==> src/rtl/tql_pkg.sv <==
// Shared constants, codes and interface types of the Q-learning update block.
// Used by tql_arith and tabular_q_learning_update; depends on nothing else.
`timescale 1ns / 1ps

package tql_pkg;

	localparam int NUM_STATES = 16;
	localparam int NUM_MOVES  = 8;

	localparam int ACT_W   = 2;
	localparam int STATE_W = 4;
	localparam int MOVE_W  = 3;
	localparam int Q_W     = 32;
	localparam int RATE_W  = 16;
	localparam int SHARE_W = 17;
	localparam int CFG_W   = 2;

	localparam int COL_W  = $clog2(NUM_MOVES);
	localparam int DEPTH  = NUM_STATES * NUM_MOVES;
	localparam int ADDR_W = $clog2(DEPTH);

	localparam logic [ACT_W-1:0] ACT_UPDATE = 2'd0;
	localparam logic [ACT_W-1:0] ACT_WRITE  = 2'd1;
	localparam logic [ACT_W-1:0] ACT_READ   = 2'd2;

	localparam logic [CFG_W-1:0] CFG_LEARN    = 2'd0;
	localparam logic [CFG_W-1:0] CFG_DISCOUNT = 2'd1;
	localparam logic [CFG_W-1:0] CFG_EXPLORE  = 2'd2;

	localparam logic [RATE_W-1:0] LEARN_RESET    = 16'd6554;
	localparam logic [RATE_W-1:0] DISCOUNT_RESET = 16'd62259;
	localparam logic [RATE_W-1:0] EXPLORE_RESET  = 16'd6554;

	localparam int ONE_Q16 = 65536;

	localparam int OTHER_DIV = NUM_MOVES - 1;
	localparam int DIV_SHIFT = 24;
	localparam int RECIP_W   = DIV_SHIFT + 1;
	localparam int RECIP     = (1 << DIV_SHIFT) / OTHER_DIV;

	typedef struct packed {
		logic                  start;
		logic signed [Q_W-1:0] old_val;
		logic signed [Q_W-1:0] row_max;
		logic signed [Q_W-1:0] reward;
	} tql_arith_req_t;

	typedef struct packed {
		logic                  done;
		logic signed [Q_W-1:0] value;
	} tql_arith_rsp_t;

endpackage

==> src/rtl/tql_arith.sv <==
// Multi-cycle datapath of the learning update: target and blended entry value.
// One shared 18x32 multiplier over five steps; depends on tql_pkg.
`timescale 1ns / 1ps

module tql_arith (
	input  logic                          clk,
	input  logic                          arst_n,
	input  logic [tql_pkg::RATE_W-1:0]    learn_rate,
	input  logic [tql_pkg::RATE_W-1:0]    discount,
	input  tql_pkg::tql_arith_req_t       req,
	output tql_pkg::tql_arith_rsp_t       rsp
);
	import tql_pkg::*;

	localparam logic [2:0] STEP_MAX    = 3'd0;
	localparam logic [2:0] STEP_TARGET = 3'd1;
	localparam logic [2:0] STEP_OLD    = 3'd2;
	localparam logic [2:0] STEP_NEW    = 3'd3;
	localparam logic [2:0] STEP_SUM    = 3'd4;

	localparam logic signed [50:0] SAT_HI = 51'sd2147483647;
	localparam logic signed [50:0] SAT_LO = -51'sd2147483648;

	function automatic logic signed [Q_W-1:0] sat32(input logic signed [50:0] v);
		logic signed [Q_W-1:0] r;
		if (v > SAT_HI) begin
			r = 32'sh7fffffff;
		end else if (v < SAT_LO) begin
			r = 32'sh80000000;
		end else begin
			r = v[Q_W-1:0];
		end
		return r;
	endfunction

	logic                  busy_q;
	logic [2:0]            step_q;
	logic signed [Q_W-1:0] old_q;
	logic signed [Q_W-1:0] max_q;
	logic signed [Q_W-1:0] reward_q;
	logic signed [Q_W-1:0] target_q;
	logic signed [49:0]    prod_q;
	logic signed [50:0]    acc_q;

	logic signed [17:0]    mul_a;
	logic signed [Q_W-1:0] mul_b;
	logic signed [49:0]    prod_d;
	logic [16:0]           one_minus_lr;
	logic signed [49:0]    prod_rnd;
	logic signed [50:0]    target_sum;
	logic signed [50:0]    acc_sum;
	logic signed [50:0]    acc_rnd;

	assign one_minus_lr = 17'(ONE_Q16) - {1'b0, learn_rate};

	always_comb begin
		unique case (step_q)
			STEP_MAX: begin
				mul_a = {2'b00, discount};
				mul_b = max_q;
			end
			STEP_OLD: begin
				mul_a = {1'b0, one_minus_lr};
				mul_b = old_q;
			end
			default: begin
				mul_a = {2'b00, learn_rate};
				mul_b = target_q;
			end
		endcase
	end

	assign prod_d     = mul_a * mul_b;
	assign prod_rnd   = (prod_q + 50'sd32768) >>> 16;
	assign target_sum = {prod_rnd[49], prod_rnd} + {{19{reward_q[Q_W-1]}}, reward_q};
	assign acc_sum    = acc_q + {prod_q[49], prod_q};
	assign acc_rnd    = (acc_sum + 51'sd32768) >>> 16;

	always_ff @(posedge clk or negedge arst_n) begin
		if (!arst_n) begin
			busy_q <= 1'b0;
			step_q <= STEP_MAX;
		end else if (req.start) begin
			busy_q <= 1'b1;
			step_q <= STEP_MAX;
		end else if (busy_q) begin
			if (step_q == STEP_SUM) begin
				busy_q <= 1'b0;
				step_q <= STEP_MAX;
			end else begin
				step_q <= step_q + 3'd1;
			end
		end
	end

	always_ff @(posedge clk) begin
		if (req.start) begin
			old_q    <= req.old_val;
			max_q    <= req.row_max;
			reward_q <= req.reward;
		end
		if (busy_q) begin
			unique case (step_q)
				STEP_MAX:    prod_q <= prod_d;
				STEP_TARGET: target_q <= sat32(target_sum);
				STEP_OLD:    prod_q <= prod_d;
				STEP_NEW: begin
					acc_q  <= {prod_q[49], prod_q};
					prod_q <= prod_d;
				end
				default: ;
			endcase
		end
	end

	assign rsp.done  = busy_q && (step_q == STEP_SUM);
	assign rsp.value = sat32(acc_rnd);

endmodule

==> config.mk <==
export PLATFORM = sky130hd
export DESIGN_NAME = tql_arith
export DESIGN_NICKNAME = d
export VERILOG_FILES = /design/src/rtl/tql_pkg.sv /design/src/rtl/tql_arith.sv
export SDC_FILE = /design/constraint.sdc
export NUM_CORES = 2
export LEC_CHECK = 0
export ABC_AREA = 1
export CORE_UTILIZATION = 30
export DETAILED_ROUTE_END_ITERATION = 10
export DONT_BUFFER_PORTS = 1
export PLACE_DENSITY = 0.5
export SYNTH_ARGS = -nofsm -noshare
export SYNTH_HDL_FRONTEND = slang
export SYNTH_SLANG_ARGS = --single-unit
==> constraint.sdc <==
create_clock -name clk -period 16.6 [get_ports clk]
set_input_delay 0.83 -clock clk [delete_from_list [all_inputs] [get_ports clk]]
set_output_delay 0.83 -clock clk [all_outputs]
set_load 0.005 [all_outputs]
==> load_flow_metrics.sql <==
INSERT INTO impl_metrics (metric_group, metric, value, unit) VALUES
('global_route', 'antenna_violations_before_repair', '7', ''),
('floorplan', 'num_rows', '124', ''),
('timing', 'setup_total_negative_slack', '0', 'ns'),
('logic_synthesis', 'syn-instance-count', '4168', ''),
('job', 'max_cap_viol_count', '0', ''),
('clocking', 'cts_made_buffers', '27', ''),
('critical_path', 'startpoint', 'step_q[0]', ''),
('critical_path', 'reg2regPathDepth', '28', ''),
('critical_path', 'crit-reg2reg-launch', 'step_q[0]', ''),
('critical_path', 'critical_path.reg2reg.endpoint', 'prod_q[38]', ''),
('logic_synthesis', 'yosysUniqueCellTypes', '57', ''),
('logic_synthesis', 'synth-async-reset-ratio', '1.72', '%'),
('critical_path', 'timing.critical_path.slowest_stage_cell', 'sky130_fd_sc_hd__clkinv_1', ''),
('timing', 'setup_viol', '0', ''),
('status', 'violations', 'DRC', ''),
('logic_synthesis', 'yosysSeqAreaShare', '20.0', '%'),
('place', 'globalplace.congestion', '0.941', ''),
('logic_synthesis', 'synth_area_leaders', 'sky130_fd_sc_hd__fa_1, sky130_fd_sc_hd__edfxtp_1, sky130_fd_sc_hd__nand2_1', ''),
('critical_path', 'cp_max_fo', '50', ''),
('floorplan', 'die_height', '342', 'microns'),
('timing', 'unrepaired_setup_endpoints_after_global_routing', 'no', ''),
('critical_path', 'end_kind', 'flip-flop', ''),
('global_route', 'overflow', '0', ''),
('timing', 'fin_ws', '7.42', 'ns'),
('min_path', 'min_delay_worst_endpoint', 'reward_q[8]', ''),
('logic_synthesis', 'yosys.area.top_type', 'sky130_fd_sc_hd__fa_1', ''),
('global_route', 'groute.usage.overall', '19.7', '%'),
('cells_and_area', 'most_frequent_cells_in_the_layout', 'sky130_fd_sc_hd__nand2_1, sky130_fd_sc_hd__inv_1, sky130_fd_sc_hd__fa_1', ''),
('clocking', 'tritoncts_clock_tree', 'yes', ''),
('detailed_routing', 'post-route-drc-count', '26', ''),
('logic_synthesis', 'synth_seq_cells', '232', ''),
('critical_path', 'critical_path.most_common_cell', 'sky130_fd_sc_hd__fa_1', ''),
('clocking', 'cts_root_buffer', 'sky130_fd_sc_hd__clkbuf_16', ''),
('global_route', 'global_route_wire_length_before_repair', '174', 'mm'),
('clocking', 'clkLatencyLatePin', '0.57', 'ns'),
('timing', 'finalCriticalPeriod', '9.18', 'ns'),
('critical_path', 'worstPathBufferInverterCount', '7', ''),
('critical_path', 'crit_path_start_kind', 'flip-flop', ''),
('cells_and_area', 'finalNetCount', '5049', ''),
('global_route', 'grt_pass1_vias', '28100', ''),
('place', 'detailedPlace.worstSlack', '7.57', 'ns'),
('critical_path', 'regToRegSetupSlack', '7.42', 'ns'),
('min_path', 'worstHoldPathCells', '0', ''),
('clocking', 'cts-root-to-sink-buffers', '3', ''),
('logic_synthesis', 'synth_top_flop_cell', 'sky130_fd_sc_hd__edfxtp_1', ''),
('logic_synthesis', 'synthDominantCellAreaShare', '30.1', '%'),
('detailed_routing', 'vias_per_cell', '4.86', ''),
('clocking', 'cts.repair_timing.setup_buffer_count', '0', ''),
('timing', 'slew_at_the_pin_closest_to_its_max_slew_limit', '1.20', 'ns'),
('timing', 'worst_slew_margin_rel', '20.2', '%'),
('min_path', 'hold_crit_class', 'primary input to flip-flop', ''),
('critical_path', 'critical_path_arrival', '9.46', 'ns'),
('place', 'placement.io_buffers', '0', ''),
('detailed_routing', 'routed_wl', '115', 'mm'),
('clocking', 'clk_pin_slew', '0.06', 'ns'),
('floorplan', 'coreArea', '115000', 'sq um'),
('floorplan', 'num_io_pins', '164', ''),
('floorplan', 'start_util', '30.3', '%'),
('status', 'result_of_the_run', 'finished, violations left', ''),
('clocking', 'cts-resized-gates', '0', ''),
('detailed_routing', 'drt-pass1-iter-count', '9', ''),
('detailed_routing', 'dr.first_iter.drc_count', '2005', ''),
('detailed_routing', 'avgRoutedWirePerCell', '20.3', 'microns'),
('timing', 'clock.fmax', '109', 'MHz'),
('cells_and_area', 'area_growth', '7.49', '%'),
('clocking', 'cts-htree-levels', '1', ''),
('logic_synthesis', 'synthesis.nets', '5077', ''),
('timing', 'final-hold-violation-count', '0', ''),
('critical_path', 'worst_path_dominant_cell_family', 'adder cells', ''),
('clocking', 'clock-sinks', '232', ''),
('clocking', 'cts_hold_repair.buffers', '1', '');
cells by family (layout without fill, tap and decap cells):
| logic type | after synthesis | after routing | synth area share [%] |
|---|---|---|---|
| fa+ha+maj | 778 | 778 | 39.4 |
| flops | 232 | 232 | 20.0 |
| simple gates | 1644 | 1644 | 19.4 |
| buf+inv | 989 | 982 | 11.1 |
| other cells | 0 | 2 | 0 |
| xor+xnor | 130 | 130 | 3.28 |
| compound gates | 395 | 395 | 6.75 |
flip-flops by register name, indices dropped and copies added, names as in the netlist:
signal	count
step_q	3
reward_q	32
max_q	32
target_q	32
prod_q	50
old_q	32
acc_q	50
busy_q	1
metrics by stage:
stage	util, %	area [sq um]	hold slack, ns	cells
4_1_cts	32.5	37300	0.309	5673
3_3_place_gp	31.8	36400	0.455	5622
3_5_place_dp	31.8	36400	0.463	5622
2_1_floorplan	-	34700	0.426	4168
6_report	32.6	37300	0.349	5675
5_1_grt	32.6	37300	0.313	5675
worst max path at each step:
stage | end | slack, ns | cells after the start
2_1_floorplan | prod_q[29] | 9.51 | 30
3_3_place_gp | prod_q[38] | 7.58 | 28
3_5_place_dp | prod_q[35] | 7.57 | 32
4_1_cts | prod_q[35] | 7.53 | 32
5_1_grt | prod_q[39] | 7.05 | 31
6_report | prod_q[38] | 7.42 | 28
routing by layer:
| layer | GRT usage (%) | part of all wire, % | vias up |
|---|---|---|---|
| met3 | 3.50 | 6.9 | 144 |
| met2 | 31.2 | 45 | 858 |
| met5 | 0 | 0.048 | - |
| met4 | 5.05 | 2.7 | 8 |
| met1 | 27.7 | 46 | 13800 |
| li1 | - | - | 12800 |
cells in the mapped netlist (13+ instances only):
master / number
sky130_fd_sc_hd__nand2_1: 909
sky130_fd_sc_hd__inv_1: 861
sky130_fd_sc_hd__fa_1: 522
sky130_fd_sc_hd__nor2_1: 471
sky130_fd_sc_hd__ha_1: 256
sky130_fd_sc_hd__edfxtp_1: 228
sky130_fd_sc_hd__a21oi_1: 188
sky130_fd_sc_hd__nand3_1: 157
sky130_fd_sc_hd__xor2_1: 88
sky130_fd_sc_hd__o21ai_0: 75
sky130_fd_sc_hd__buf_2: 61
sky130_fd_sc_hd__xnor2_1: 42
sky130_fd_sc_hd__a22o_1: 32
sky130_fd_sc_hd__inv_2: 27
sky130_fd_sc_hd__nand4_1: 25
sky130_fd_sc_hd__clkbuf_1: 24
sky130_fd_sc_hd__nor3_1: 21
sky130_fd_sc_hd__o21bai_1: 18
sky130_fd_sc_hd__a21o_1: 13
sky130_fd_sc_hd__nor2_4: 13
layout make-up:
type	count	area, sq um	area share, %
clock buffers	33	738	1.98
multi-input cells	2947	23900	64.1
clock inverters	17	136	0.366
inverters	889	3340	8.95
flip-flops and latches	232	6950	18.6
diodes	2	5.00	0.0134
repair buffers	43	325	0.873
well taps	1512	1890	5.08
Power is not shown: default switching activity piles up to over one toggle a cycle in this logic, so the estimate is an artifact.
